$ cat src/rtl/ip_blocklist_port_allowlist_filter_assert.svh
// Assertion macros for the IP blocklist / port allowlist filter.
`ifndef IP_BLOCKLIST_PORT_ALLOWLIST_FILTER_ASSERT_SVH
`define IP_BLOCKLIST_PORT_ALLOWLIST_FILTER_ASSERT_SVH

// Same-cycle implication, disabled in reset.
`define IPBPAF_ASSERT_NOW(label, clk, rst_n, ante, cons) \
  label: assert property (@(posedge clk) disable iff (!rst_n) (ante) |-> (cons)) \
    else $error("ipbpaf assertion failed");

// Next-cycle implication, disabled in reset.
`define IPBPAF_ASSERT_NEXT(label, clk, rst_n, ante, cons) \
  label: assert property (@(posedge clk) disable iff (!rst_n) (ante) |=> (cons)) \
    else $error("ipbpaf assertion failed");

`endif

$ cat src/rtl/ipbpaf_pkg.sv
// Types, constants and hash function shared by the filter modules.
package ipbpaf_pkg;

  // Blocklist hash set geometry (BLOCK_SETS must be a power of two)
  localparam int BLOCK_SETS = 4096;
  localparam int BLOCK_WAYS = 4;
  localparam int SET_W      = $clog2(BLOCK_SETS);
  localparam int WAY_IDX_W  = (BLOCK_WAYS > 1) ? $clog2(BLOCK_WAYS) : 1;

  // Port bitmaps: 65536 bits each, stored as rows of PORT_WORD bits
  localparam int PORT_BITS  = 16;
  localparam int PORT_WORD  = 16;
  localparam int PORT_LSB_W = $clog2(PORT_WORD);
  localparam int PORT_ROWS  = (1 << PORT_BITS) / PORT_WORD;
  localparam int PORT_ROW_W = $clog2(PORT_ROWS);

  // Clearing sweep covers the deeper of the two memories
  localparam int CLR_DEPTH  = (BLOCK_SETS > PORT_ROWS) ? BLOCK_SETS : PORT_ROWS;
  localparam int CLR_W      = $clog2(CLR_DEPTH);

  localparam int CFG_ADDR_W = 3;

  localparam logic [31:0] HASH_MULT  = 32'h9E3779B1;
  localparam int          HASH_SHIFT = 8;

  localparam logic [15:0] ETYPE_IPV4 = 16'h0800;
  localparam logic [7:0]  PROTO_UDP  = 8'd17;
  localparam logic [7:0]  PROTO_TCP  = 8'd6;

  localparam logic [15:0] MIN_IP_LEN  = 16'd34;
  localparam logic [15:0] MIN_UDP_LEN = 16'd42;
  localparam logic [15:0] MIN_TCP_LEN = 16'd54;

  localparam logic [1:0] VERDICT_PASS = 2'd0;
  localparam logic [1:0] VERDICT_DROP = 2'd1;
  localparam logic [1:0] VERDICT_ECHO = 2'd2;

  localparam logic [1:0] STS_OK       = 2'd0;
  localparam logic [1:0] STS_FULL     = 2'd1;
  localparam logic [1:0] STS_NOTFOUND = 2'd2;

  localparam logic [2:0] CMD_CLASSIFY     = 3'd0;
  localparam logic [2:0] CMD_BLOCK_INSERT = 3'd1;
  localparam logic [2:0] CMD_BLOCK_DELETE = 3'd2;
  localparam logic [2:0] CMD_UDP_ALLOW    = 3'd3;
  localparam logic [2:0] CMD_UDP_DISALLOW = 3'd4;
  localparam logic [2:0] CMD_TCP_ALLOW    = 3'd5;
  localparam logic [2:0] CMD_TCP_DISALLOW = 3'd6;

  localparam logic CFG_UDP_STRICT = 1'b0;
  localparam logic CFG_TCP_STRICT = 1'b1;

  typedef struct packed {
    logic [2:0]  cmd;
    logic [15:0] frame_len;
    logic [15:0] eth_type;
    logic [47:0] dst_mac;
    logic [47:0] src_mac;
    logic [7:0]  ip_proto;
    logic [31:0] src_ip;
    logic [31:0] dst_ip;
    logic [15:0] l4_dst_port;
    logic [31:0] table_key;
    logic        entry_echo;
  } in_item_t;

  typedef struct packed {
    logic [1:0]  verdict;
    logic [47:0] out_dst_mac;
    logic [47:0] out_src_mac;
    logic [31:0] out_src_ip;
    logic [31:0] out_dst_ip;
    logic [1:0]  status;
  } out_item_t;

  typedef struct packed {
    logic        valid;
    logic        echo;
    logic [31:0] key;
  } way_t;

  typedef way_t [BLOCK_WAYS-1:0] set_row_t;

  typedef struct packed {
    logic [PORT_WORD-1:0] tcp;
    logic [PORT_WORD-1:0] udp;
  } port_row_t;

  typedef struct packed {
    logic                 hit;
    logic [WAY_IDX_W-1:0] hit_way;
    logic                 hit_echo;
    logic                 free;
    logic [WAY_IDX_W-1:0] free_way;
  } lookup_t;

  typedef enum logic [2:0] {
    ST_CLEAR = 3'b001,
    ST_IDLE  = 3'b010,
    ST_EXEC  = 3'b100
  } state_t;

  function automatic logic [SET_W-1:0] set_of(logic [31:0] key);
    logic [31:0] h;
    h = key * HASH_MULT;
    return h[HASH_SHIFT +: SET_W];
  endfunction

endpackage

$ cat src/rtl/ipbpaf_set_match.sv
// Way compare and priority select for one blocklist set row.
module ipbpaf_set_match (
  input  ipbpaf_pkg::set_row_t row,
  input  logic [31:0]          key,
  output ipbpaf_pkg::lookup_t  res
);
  import ipbpaf_pkg::*;

  // walk high to low so the lowest matching / free way wins
  always_comb begin
    res = '0;
    for (int w = BLOCK_WAYS - 1; w >= 0; w--) begin
      if (row[w].valid && row[w].key == key) begin
        res.hit      = 1'b1;
        res.hit_way  = WAY_IDX_W'(w);
        res.hit_echo = row[w].echo;
      end
      if (!row[w].valid) begin
        res.free     = 1'b1;
        res.free_way = WAY_IDX_W'(w);
      end
    end
  end

endmodule
$ cat config.mk
export PLATFORM = sky130hd
export DESIGN_NAME = ipbpaf_set_match
export DESIGN_NICKNAME = d
export VERILOG_FILES = /design/src/rtl/ip_blocklist_port_allowlist_filter_assert.svh /design/src/rtl/ipbpaf_pkg.sv /design/src/rtl/ipbpaf_set_match.sv
export SDC_FILE = /design/constraint.sdc
export NUM_CORES = 1
export LEC_CHECK = 0
export BUFFER_PORTS_ARGS = -buffer_cell sky130_fd_sc_hd__clkbuf_2
export CORE_MARGIN = 10
export CORE_UTILIZATION = 36
export DETAILED_ROUTE_END_ITERATION = 10
export PLACE_DENSITY = 0.85
export SLEW_MARGIN = 5
export SYNTH_ARGS = -nofsm -noshare
export SYNTH_HDL_FRONTEND = slang
export SYNTH_SLANG_ARGS = --single-unit
$ cat constraint.sdc
create_clock -name vclk -period 2.45
set_input_delay 0.1225 -clock vclk [all_inputs]
set_output_delay 0.1225 -clock vclk [all_outputs]
set_load 0.03 [all_outputs]
==> impl_metrics.xml, run 1 <==
<?xml version="1.0" encoding="UTF-8"?>
<metrics>
  <group name="synthesis">
    <metric name="syn_inst" unit="">194</metric>
    <metric name="synth.cell_area" unit="µm²">1530</metric>
    <metric name="synth_warnings" unit="">0</metric>
    <metric name="yosysSeqAreaShare" unit="%">0</metric>
    <metric name="post_synth.cell_area_avg" unit="µm²">7.86</metric>
    <metric name="ys_types" unit="">19</metric>
    <metric name="synth.net_count" unit="">362</metric>
  </group>
  <group name="power">
    <metric name="p_switching" unit="mW">0.202</metric>
    <metric name="sequentialPowerShare" unit="%">0</metric>
    <metric name="power_frac_comb" unit="%">100.0</metric>
    <metric name="clock_power_share" unit="%">0</metric>
    <metric name="p_leak" unit="nW">1.27</metric>
    <metric name="power-per-cell-area" unit="nW/µm²">167</metric>
    <metric name="p_int" unit="mW">0.213</metric>
    <metric name="power.switching_fraction" unit="%">48.8</metric>
    <metric name="total_power" unit="mW">0.415</metric>
    <metric name="vdd.ir_drop.worst" unit="mV">0.102</metric>
  </group>
  <group name="timing">
    <metric name="min_period_over_period" unit="%">94.2</metric>
    <metric name="maxClockFrequency" unit="MHz">433</metric>
    <metric name="tightest_slew" unit="ns">0.453</metric>
    <metric name="hold-worst-slack" unit="ns">0.604</metric>
    <metric name="final-hold-violation-count" unit="">0</metric>
    <metric name="layout_min_cycle_time" unit="ns">2.31</metric>
    <metric name="setup_tns" unit="ns">0</metric>
    <metric name="timing.slew.headroom" unit="%">69.6</metric>
    <metric name="final_critical_path_setup_slack" unit="ns">0.142</metric>
    <metric name="grt_setup_unrepaired" unit="">no</metric>
    <metric name="final_max_slew_viol_count" unit="">0</metric>
    <metric name="setup_viol" unit="">0</metric>
  </group>
  <group name="grt">
    <metric name="grt_max_degree" unit="">5</metric>
    <metric name="grt_first_pass_wirelength" unit="µm">12000</metric>
    <metric name="number_of_global_route_vias_before_repair" unit="">2414</metric>
    <metric name="gr-usage-all-layers" unit="%">20.3</metric>
    <metric name="grt_overflow_total" unit="">0</metric>
    <metric name="antenna_violations_before_repair" unit="">0</metric>
  </group>
  <group name="floorplan">
    <metric name="die-width" unit="µm">85.1</metric>
    <metric name="fp.dieH" unit="µm">85.1</metric>
    <metric name="floorplan.rows" unit="">23</metric>
    <metric name="initial_utilization" unit="%">37.6</metric>
    <metric name="num_io_pins" unit="">175</metric>
    <metric name="floorplan.die_area" unit="µm²">7240</metric>
    <metric name="core-area" unit="µm²">4060</metric>
  </group>
  <group name="final_layout">
    <metric name="utilization" unit="%">61.1</metric>
    <metric name="layout.nets" unit="">541</metric>
    <metric name="proportion_of_layout_cells_with_a_drive_suffix_above_1" unit="%">48.8</metric>
    <metric name="finish.cell_count_without_fillers" unit="">421</metric>
    <metric name="final_cell_area" unit="µm²">2480</metric>
    <metric name="seq_cell_count" unit="">0</metric>
    <metric name="layout.cells.most_common_list" unit="">175 x clkbuf_2, 89 x xor2_1, 39 x xnor2_1</metric>
    <metric name="register_area" unit="µm²">0</metric>
    <metric name="diodes" unit="">0</metric>
    <metric name="most_common_cell_after_layout_fill_and_taps_aside" unit="">clkbuf_2</metric>
    <metric name="area_growth" unit="%">62.5</metric>
    <metric name="clkbuf_count" unit="">0</metric>
  </group>
  <group name="hold_path">
    <metric name="hold_depth" unit="">4</metric>
    <metric name="timing.hold.worst.class" unit="">primary input to output pin</metric>
  </group>
  <group name="clocking">
    <metric name="cts_hold_buf" unit="">0</metric>
    <metric name="cts_resized" unit="">0</metric>
    <metric name="post-cts-setup-buffer-count" unit="">0</metric>
  </group>
  <group name="route">
    <metric name="via_count_normalized_by_instance_count" unit="">4.90</metric>
    <metric name="dr_total_vias" unit="">2064</metric>
    <metric name="route.final.wire_length" unit="µm">7970</metric>
    <metric name="drc" unit="">0</metric>
    <metric name="dr.first_iter.drc_count" unit="">29</metric>
    <metric name="drtPass1Iterations" unit="">4</metric>
    <metric name="antenna_violating_nets_post_route" unit="">0</metric>
    <metric name="avgRoutedWirePerCell" unit="µm">18.9</metric>
  </group>
  <group name="critical_path">
    <metric name="crit_fanout" unit="">4</metric>
    <metric name="worstSetupStartpointType" unit="">primary input</metric>
    <metric name="cp-end-kind" unit="">output pin</metric>
    <metric name="endpoint_of_the_worst_setup_timing_path" unit="">res[3]</metric>
    <metric name="crit_arrival" unit="ns">2.19</metric>
    <metric name="criticalPathCategory" unit="">primary input to output pin</metric>
    <metric name="worst_ep_required_time" unit="ns">2.33</metric>
    <metric name="critical_path.startpoint" unit="">key[15]</metric>
  </group>
  <group name="placed_design">
    <metric name="placedCellCount" unit="">421</metric>
    <metric name="dpl.hpwl" unit="µm">7470</metric>
    <metric name="gpl.final_weighted_congestion" unit="">0.904</metric>
    <metric name="dp_slack" unit="ns">0.119</metric>
    <metric name="placedInstanceArea" unit="µm²">2480</metric>
    <metric name="buffer_ports.inserted" unit="">175</metric>
  </group>
  <group name="run_status">
    <metric name="run_status" unit="">complete, no violations</metric>
  </group>
  <group name="run">
    <metric name="drv_cap" unit="">0</metric>
  </group>
</metrics>
## power groups by stage
stage	combinational, mW	clock, mW	sequential, mW
after floorplan	0.177	0	0
after global placement	0.404	0	0
after detailed placement	0.415	0	0
after CTS	0.418	0	0
after global routing	0.455	0	0
final	0.415	0	0
## how the worst min path moves through the flow
stage	from	to	slack (ns)
global placement	row[101]	res[1]	0.59
global route	row[32]	res[3]	0.61
floorplan	row[67]	res[1]	0.40
CTS	row[101]	res[1]	0.61
detailed placement	row[101]	res[1]	0.61
finish	row[32]	res[3]	0.60
## synthesized netlist by cell type (all sizes together)
| master | instances | area [µm²] |
|---|---|---|
| and2 | 1 | 8.76 |
| nand2 | 7 | 33.8 |
| a32oi | 1 | 16.3 |
| a21oi | 2 | 10.0 |
| nor2b | 1 | 6.26 |
| nand4 | 12 | 75.1 |
| a21boi | 1 | 7.51 |
| nand2b | 1 | 6.26 |
| xor2 | 89 | 780 |
| nand3 | 7 | 35.0 |
| and3 | 1 | 6.26 |
| o21ai | 1 | 5.00 |
| nor3 | 5 | 25.0 |
| or4 | 2 | 15.0 |
| nor2 | 1 | 3.75 |
| xnor2 | 39 | 342 |
| nor4 | 23 | 150 |
## logic make-up after synthesis
| kind of cell | synth area share [%] |
|---|---|
| AND/OR/NAND/NOR | 24.0 |
| XOR/XNOR | 73.5 |
| AO/OA/AOI/OAI | 2.54 |
## critical path, stage by stage
cell,delay (ns)
clkbuf_2,0.13
xor2_1,0.17
nor4_1,0.41
nand4_1,0.21
or4_1,0.58
and2_4,0.19
a32oi_2,0.15
clkbuf_2,0.23
## routing by layer
metal  GRT usage, %  part of all wire, %
met5              0                    0
met4          0.749                 0.77
met3           6.60                  9.5
met2           38.7                   52
met1           22.0                   38
## cell type report
class	instances	area, µm²
Fill cell	391	1580
Timing Repair Buffer	177	891
Multi-Input combinational cell	194	1530
Tap cell	50	62.6
No activity file was read; power rests on OpenSTA's default activity.
==> run 2, diff against run 1 <==
--- a/config.mk
+++ b/config.mk
@@ -5,11 +5,13 @@
 export SDC_FILE = /design/constraint.sdc
 export NUM_CORES = 1
 export LEC_CHECK = 0
-export BUFFER_PORTS_ARGS = -buffer_cell sky130_fd_sc_hd__clkbuf_2
+export BUFFER_PORTS_ARGS = -buffer_cell sky130_fd_sc_hd__buf_2
+export CELL_PAD_IN_SITES_DETAIL_PLACEMENT = 1
+export CELL_PAD_IN_SITES_GLOBAL_PLACEMENT = 2
 export CORE_MARGIN = 10
-export CORE_UTILIZATION = 36
+export CORE_UTILIZATION = 17
 export DETAILED_ROUTE_END_ITERATION = 10
-export PLACE_DENSITY = 0.85
+export PLACE_DENSITY_LB_ADDON = 0.1
 export SLEW_MARGIN = 5
 export SYNTH_ARGS = -nofsm -noshare
 export SYNTH_HDL_FRONTEND = slang
==> run 2 against run 1 <==
Effect of this change:
- combinational power increased by 1%
- wire length increased by 20%
- sequential share of layout area unchanged
- via count decreased by 2.7%
- power increased by 1.3%
- design area increased by 4.1%
- cell count increased by 14%
==> impl_metrics.xml, run 2 (synthesized netlist as in run 1, its figures left out) <==
<?xml version="1.0" encoding="UTF-8"?>
<metrics>
  <group name="run">
    <metric name="drv_cap" unit="">0</metric>
  </group>
  <group name="timing">
    <metric name="setup_viol" unit="">0</metric>
    <metric name="final_max_slew_viol_count" unit="">0</metric>
    <metric name="timing.slew.headroom" unit="%">72.0</metric>
    <metric name="layout_min_cycle_time" unit="ns">2.29</metric>
    <metric name="final-hold-violation-count" unit="">0</metric>
    <metric name="maxClockFrequency" unit="MHz">436</metric>
    <metric name="setup_tns" unit="ns">0</metric>
    <metric name="tightest_slew" unit="ns">0.416</metric>
    <metric name="grt_setup_unrepaired" unit="">no</metric>
    <metric name="min_period_over_period" unit="%">93.5</metric>
  </group>
  <group name="critical_path">
    <metric name="critical_path.startpoint" unit="">key[29]</metric>
    <metric name="crit_arrival" unit="ns">2.17</metric>
    <metric name="cpLargestDelayFamily" unit="">simple AND/OR/NAND/NOR gates</metric>
    <metric name="worstSetupStartpointType" unit="">primary input</metric>
    <metric name="endpoint_of_the_worst_setup_timing_path" unit="">res[3]</metric>
    <metric name="crit_cells" unit="">9</metric>
    <metric name="cp-end-kind" unit="">output pin</metric>
    <metric name="worst_ep_required_time" unit="ns">2.33</metric>
    <metric name="crit_fanout" unit="">4</metric>
    <metric name="path_buf_inv" unit="">3</metric>
    <metric name="slowest_stage" unit="">or4_1</metric>
    <metric name="critPathMaxStageDelay" unit="ns">0.57</metric>
    <metric name="cell_seen_most_often_among_critical_path_stages" unit="">buf_2</metric>
    <metric name="timing.critical_path.cells" unit="">buf_2 &gt; xor2_1 &gt; nor4_2 &gt; buf_4 &gt; nand4_1 &gt; or4_1 &gt; and2_4 &gt; a32oi_2 &gt; buf_2</metric>
    <metric name="criticalPathCategory" unit="">primary input to output pin</metric>
  </group>
  <group name="placed_design">
    <metric name="gpl.final_weighted_congestion" unit="">0.752</metric>
    <metric name="dpl.hpwl" unit="µm">8980</metric>
    <metric name="buffer_ports.inserted" unit="">175</metric>
    <metric name="placedInstanceArea" unit="µm²">2570</metric>
  </group>
  <group name="grt">
    <metric name="gr-usage-all-layers" unit="%">13.4</metric>
    <metric name="antenna_violations_before_repair" unit="">0</metric>
    <metric name="grt_max_degree" unit="">5</metric>
    <metric name="grt_overflow_total" unit="">0</metric>
    <metric name="number_of_global_route_vias_before_repair" unit="">2417</metric>
    <metric name="grt_first_pass_wirelength" unit="µm">13900</metric>
  </group>
  <group name="route">
    <metric name="avgRoutedWirePerCell" unit="µm">19.8</metric>
    <metric name="drc" unit="">0</metric>
    <metric name="dr_total_vias" unit="">2008</metric>
    <metric name="via_count_normalized_by_instance_count" unit="">4.17</metric>
    <metric name="drtPass1Iterations" unit="">4</metric>
    <metric name="route.final.wire_length" unit="µm">9540</metric>
    <metric name="antenna_violating_nets_post_route" unit="">0</metric>
    <metric name="dr.first_iter.drc_count" unit="">42</metric>
  </group>
  <group name="power">
    <metric name="p_leak" unit="nW">1.25</metric>
    <metric name="total_power" unit="mW">0.420</metric>
    <metric name="power-per-cell-area" unit="nW/µm²">163</metric>
    <metric name="vdd.ir_drop.worst" unit="mV">0.0495</metric>
  </group>
  <group name="floorplan">
    <metric name="initial_utilization" unit="%">17.5</metric>
    <metric name="floorplan.die_area" unit="µm²">13200</metric>
    <metric name="num_io_pins" unit="">175</metric>
    <metric name="die-width" unit="µm">115</metric>
    <metric name="floorplan.rows" unit="">34</metric>
    <metric name="fp.dieH" unit="µm">115</metric>
    <metric name="core-area" unit="µm²">8720</metric>
  </group>
  <group name="final_layout">
    <metric name="clkbuf_count" unit="">0</metric>
    <metric name="seq_cell_count" unit="">0</metric>
    <metric name="most_common_cell_after_layout_fill_and_taps_aside" unit="">buf_2</metric>
    <metric name="area_growth" unit="%">69.2</metric>
    <metric name="register_area" unit="µm²">0</metric>
    <metric name="diodes" unit="">0</metric>
    <metric name="layout.cells.most_common_list" unit="">175 x buf_2, 89 x xor2_1, 39 x xnor2_1</metric>
    <metric name="layout.nets" unit="">544</metric>
    <metric name="fillerInstances" unit="">1117</metric>
    <metric name="proportion_of_layout_cells_with_a_drive_suffix_above_1" unit="%">49.5</metric>
    <metric name="utilization" unit="%">29.6</metric>
    <metric name="final_cell_area" unit="µm²">2580</metric>
  </group>
  <group name="clocking">
    <metric name="cts_hold_buf" unit="">0</metric>
  </group>
  <group name="run_status">
    <metric name="run_status" unit="">complete, no violations</metric>
  </group>
  <group name="hold_path">
    <metric name="timing.hold.worst.class" unit="">primary input to output pin</metric>
    <metric name="hold_start" unit="">row[101]</metric>
  </group>
</metrics>
run 2: what timing repair did:
item                                    CTS  global route
resized for setup                         0             1
endpoints found under the setup margin    0             1
buffers inserted                          0             0
run 2: how the worst min path moves through the flow:
stage               cells after the start  slack [ns]  endpoint
finish                                  3        0.59    res[1]
CTS                                     3        0.59    res[1]
global placement                        3        0.59    res[1]
detailed placement                      3        0.59    res[1]
global route                            3        0.61    res[1]
floorplan                               2        0.40    res[1]
run 2: metal layers:
layer | GRT usage, % | routed length [µm]
met1 | 16.3 | 4000
met2 | 24.2 | 4710
met3 | 3.98 | 836
met4 | 0 | 0
met5 | 0 | 0
run 2: final cells by class:
type,instances,area [µm²],share of cell area [%]
Tap cell,108,135,5.24
Multi-Input combinational cell,194,1530,59.4
Timing Repair Buffer,180,913,35.4
run 2: power by group:
group | leakage [nW] | switching, mW | total [mW] | internal, mW
registers | 0 | 0 | 0 | 0
clock network | 0 | 0 | 0 | 0
logic | 1.25 | 0.206 | 0.420 | 0.214
total | 1.25 | 0.206 | 0.420 | 0.214
run 2: per-stage QoR:
stage | hold WS (ns) | std cells | setup slack [ns]
2_1_floorplan | 0.401 | 194 | 0.602
3_3_place_gp | 0.590 | 482 | 0.127
3_5_place_dp | 0.590 | 482 | 0.0654
4_1_cts | 0.591 | 482 | 0.0555
5_1_grt | 0.605 | 482 | 0.0531
6_report | 0.585 | 482 | 0.158
==> run 3, diff against run 2 <==
--- a/config.mk
+++ b/config.mk
@@ -5,11 +5,12 @@
 export SDC_FILE = /design/constraint.sdc
 export NUM_CORES = 1
 export LEC_CHECK = 0
+export ABC_AREA = 1
 export BUFFER_PORTS_ARGS = -buffer_cell sky130_fd_sc_hd__buf_2
+export CAP_MARGIN = 20
 export CELL_PAD_IN_SITES_DETAIL_PLACEMENT = 1
 export CELL_PAD_IN_SITES_GLOBAL_PLACEMENT = 2
-export CORE_MARGIN = 10
-export CORE_UTILIZATION = 17
+export CORE_UTILIZATION = 18
 export DETAILED_ROUTE_END_ITERATION = 10
 export PLACE_DENSITY_LB_ADDON = 0.1
 export SLEW_MARGIN = 5
==> run 3 against run 2 <==
Effect of this change:
- global-route usage increased by 5.2 points
- power grew 18%
- hold slack lost 0.0083 ns
- cell count up 57%
- synthesized cell count is 130% higher
- count of clock-buffer cells in the layout unchanged
- critical endpoint is now res[5]
==> impl_metrics.xml, run 3 <==
<?xml version="1.0" encoding="UTF-8"?>
<metrics>
  <group name="route">
    <metric name="drc" unit="">0</metric>
    <metric name="via_count_normalized_by_instance_count" unit="">4.18</metric>
    <metric name="avgRoutedWirePerCell" unit="µm">15.3</metric>
    <metric name="dr.first_iter.drc_count" unit="">113</metric>
    <metric name="route.final.wire_length" unit="µm">11600</metric>
    <metric name="drtPass1Iterations" unit="">4</metric>
    <metric name="antenna_violating_nets_post_route" unit="">0</metric>
    <metric name="dr_total_vias" unit="">3175</metric>
  </group>
  <group name="grt">
    <metric name="grt_first_pass_wirelength" unit="µm">16700</metric>
    <metric name="grt_overflow_total" unit="">0</metric>
    <metric name="grt_max_degree" unit="">8</metric>
    <metric name="gr-usage-all-layers" unit="%">18.7</metric>
    <metric name="number_of_global_route_vias_before_repair" unit="">3244</metric>
    <metric name="antenna_violations_before_repair" unit="">2</metric>
  </group>
  <group name="timing">
    <metric name="final_max_slew_viol_count" unit="">0</metric>
    <metric name="maxClockFrequency" unit="MHz">586</metric>
    <metric name="setup_tns" unit="ns">0</metric>
    <metric name="setup_viol" unit="">0</metric>
    <metric name="timing.slew.headroom" unit="%">73.2</metric>
    <metric name="layout_min_cycle_time" unit="ns">1.71</metric>
    <metric name="grt_setup_unrepaired" unit="">no</metric>
    <metric name="final-hold-violation-count" unit="">0</metric>
    <metric name="min_period_over_period" unit="%">69.7</metric>
    <metric name="tightest_slew" unit="ns">0.398</metric>
  </group>
  <group name="critical_path">
    <metric name="timing.critical_path.cells" unit="">buf_2 &gt; inv_2 &gt; nand2_1 &gt; nand2_1 &gt; nor2_1 &gt; nand2_1 &gt; nor2_2 &gt; nand3_2 &gt; nor2_4 &gt; nor2_1 &gt; nor3_2 &gt; buf_2</metric>
    <metric name="criticalPathCategory" unit="">primary input to output pin</metric>
    <metric name="slowest_stage" unit="">buf_2</metric>
    <metric name="worst_ep_required_time" unit="ns">2.33</metric>
    <metric name="critPathMaxStageDelay" unit="ns">0.21</metric>
    <metric name="crit_arrival" unit="ns">1.58</metric>
    <metric name="worstSetupStartpointType" unit="">primary input</metric>
    <metric name="cell_seen_most_often_among_critical_path_stages" unit="">nand2_1</metric>
    <metric name="crit_fanout" unit="">5</metric>
    <metric name="cp-end-kind" unit="">output pin</metric>
  </group>
  <group name="floorplan">
    <metric name="floorplan.die_area" unit="µm²">12200</metric>
    <metric name="initial_utilization" unit="%">18.5</metric>
    <metric name="fp.dieH" unit="µm">110</metric>
    <metric name="floorplan.rows" unit="">39</metric>
    <metric name="core-area" unit="µm²">11400</metric>
    <metric name="num_io_pins" unit="">175</metric>
    <metric name="die-width" unit="µm">110</metric>
  </group>
  <group name="final_layout">
    <metric name="proportion_of_layout_cells_with_a_drive_suffix_above_1" unit="%">36.5</metric>
    <metric name="clkbuf_count" unit="">0</metric>
    <metric name="layout.cells.most_common_list" unit="">175 x buf_2, 171 x nand2_1, 53 x nor2_1</metric>
    <metric name="area_growth" unit="%">49.5</metric>
    <metric name="layout.nets" unit="">786</metric>
    <metric name="diodes" unit="">0</metric>
    <metric name="most_common_cell_after_layout_fill_and_taps_aside" unit="">buf_2</metric>
    <metric name="seq_cell_count" unit="">0</metric>
    <metric name="finish.cell_count_without_fillers" unit="">759</metric>
    <metric name="utilization" unit="%">27.6</metric>
    <metric name="register_area" unit="µm²">0</metric>
  </group>
  <group name="synthesis">
    <metric name="synth_top_cells_by_area" unit="">nand2_1 30%, nor2_1 9.4%, inv_1 8.2%, xnor2_1 7.9%, xor2_1 7.9%</metric>
    <metric name="post_synth_fa_ha_maj_area_fraction" unit="%">0</metric>
    <metric name="largest_family_of_logic_cells_by_synthesized_area" unit="">simple AND/OR/NAND/NOR gates</metric>
    <metric name="yosysMostFrequentCell" unit="">nand2_1</metric>
    <metric name="synth_warnings" unit="">0</metric>
    <metric name="proportion_of_synthesized_area_in_mux_cells" unit="%">0</metric>
    <metric name="netlist_top_cells_count" unit="">171 x nand2_1, 53 x nor2_1, 46 x inv_1, 28 x inv_2, 26 x o21ai_0</metric>
    <metric name="post_synth.cell_area_avg" unit="µm²">4.76</metric>
    <metric name="synth.cell_area" unit="µm²">2110</metric>
    <metric name="synth-simple-area-share" unit="%">54.9</metric>
    <metric name="synth_top_area_cell" unit="">nand2_1</metric>
    <metric name="yosysSeqAreaShare" unit="%">0</metric>
    <metric name="synth_xor_area_share" unit="%">15.8</metric>
    <metric name="synth.net_count" unit="">611</metric>
    <metric name="syn_inst" unit="">443</metric>
    <metric name="synth_compound_area_share" unit="%">15.5</metric>
    <metric name="synthDominantCellAreaShare" unit="%">30.4</metric>
    <metric name="ys_types" unit="">30</metric>
  </group>
  <group name="power">
    <metric name="p_leak" unit="nW">1.83</metric>
    <metric name="power-per-cell-area" unit="nW/µm²">158</metric>
    <metric name="vdd.ir_drop.worst" unit="mV">0.0422</metric>
  </group>
  <group name="run">
    <metric name="drv_cap" unit="">0</metric>
  </group>
  <group name="run_status">
    <metric name="run_status" unit="">complete, no violations</metric>
  </group>
  <group name="placed_design">
    <metric name="gpl.final_weighted_congestion" unit="">0.869</metric>
    <metric name="dpl.hpwl" unit="µm">10900</metric>
    <metric name="buffer_ports.inserted" unit="">175</metric>
    <metric name="placedCellCount" unit="">759</metric>
  </group>
  <group name="clocking">
    <metric name="cts_resized" unit="">0</metric>
    <metric name="post-cts-setup-buffer-count" unit="">0</metric>
    <metric name="cts_hold_buf" unit="">0</metric>
  </group>
  <group name="hold_path">
    <metric name="timing.hold.worst.class" unit="">primary input to output pin</metric>
  </group>
</metrics>
[run 3: cell types whose count changed in the layout (fill, tap and decap cells not counted), sizes merged, moves of 11 or more]
cell   previous run  this run
nand2             7       171
inv               0        74
xor2             89        19
nor2              1        65
o21ai             1        45
nor4             23         2
xnor2            39        19
nand4            12         1
[run 3: kinds of logic (layout without fill, tap and decap cells)]
logic type      count (synthesis)  after routing
xor+xnor                       38             38
compound gates                 61             61
buf+inv                        77            250
simple gates                  267            267
[run 3: worst paths after layout]
check               start  endpoint  slack [ns]  depth (start not counted)
setup / recovery  key[10]    res[5]        0.74                         12
hold / removal    row[67]    res[0]        0.58                          3
[run 3: area by class of cell]
cell class	count	area, µm²
multi-input cells	366	1820
inverters	75	282
well taps	143	179
fillers	1626	8260
repair buffers	175	876
[run 3: routing by layer]
layer / wire [µm] / up-vias / track usage (%)
li1: - / 1697 / -
met1: 5330 / 1378 / 25.0
met2: 5560 / 96 / 34.2
met3: 717 / 2 / 1.70
met4: 0 / 2 / 0
met5: 13 / - / 0
[run 3: worst max-delay path: cells and delay by family]
family / cells / cell delay, ns
and+or+nand+nor: 9 / 1.01
buffers and inverters: 3 / 0.44
[run 3: report_power, final]
group / internal, mW / leakage (nW) / switching (mW)
combinational: 0.215 / 1.83 / 0.283
clock: 0 / 0 / 0
sequential: 0 / 0 / 0
[run 3: per-stage QoR]
step	hold WS (ns)	instance area (µm²)	total power, mW	setup slack [ns]
after floorplan	0.417	2110	0.235	0.966
after global placement	0.572	3160	0.501	0.726
after detailed placement	0.582	3160	0.506	0.699
after CTS	0.582	3160	0.509	0.693
after global routing	0.597	3160	0.564	0.569
final	0.577	3160	0.498	0.743
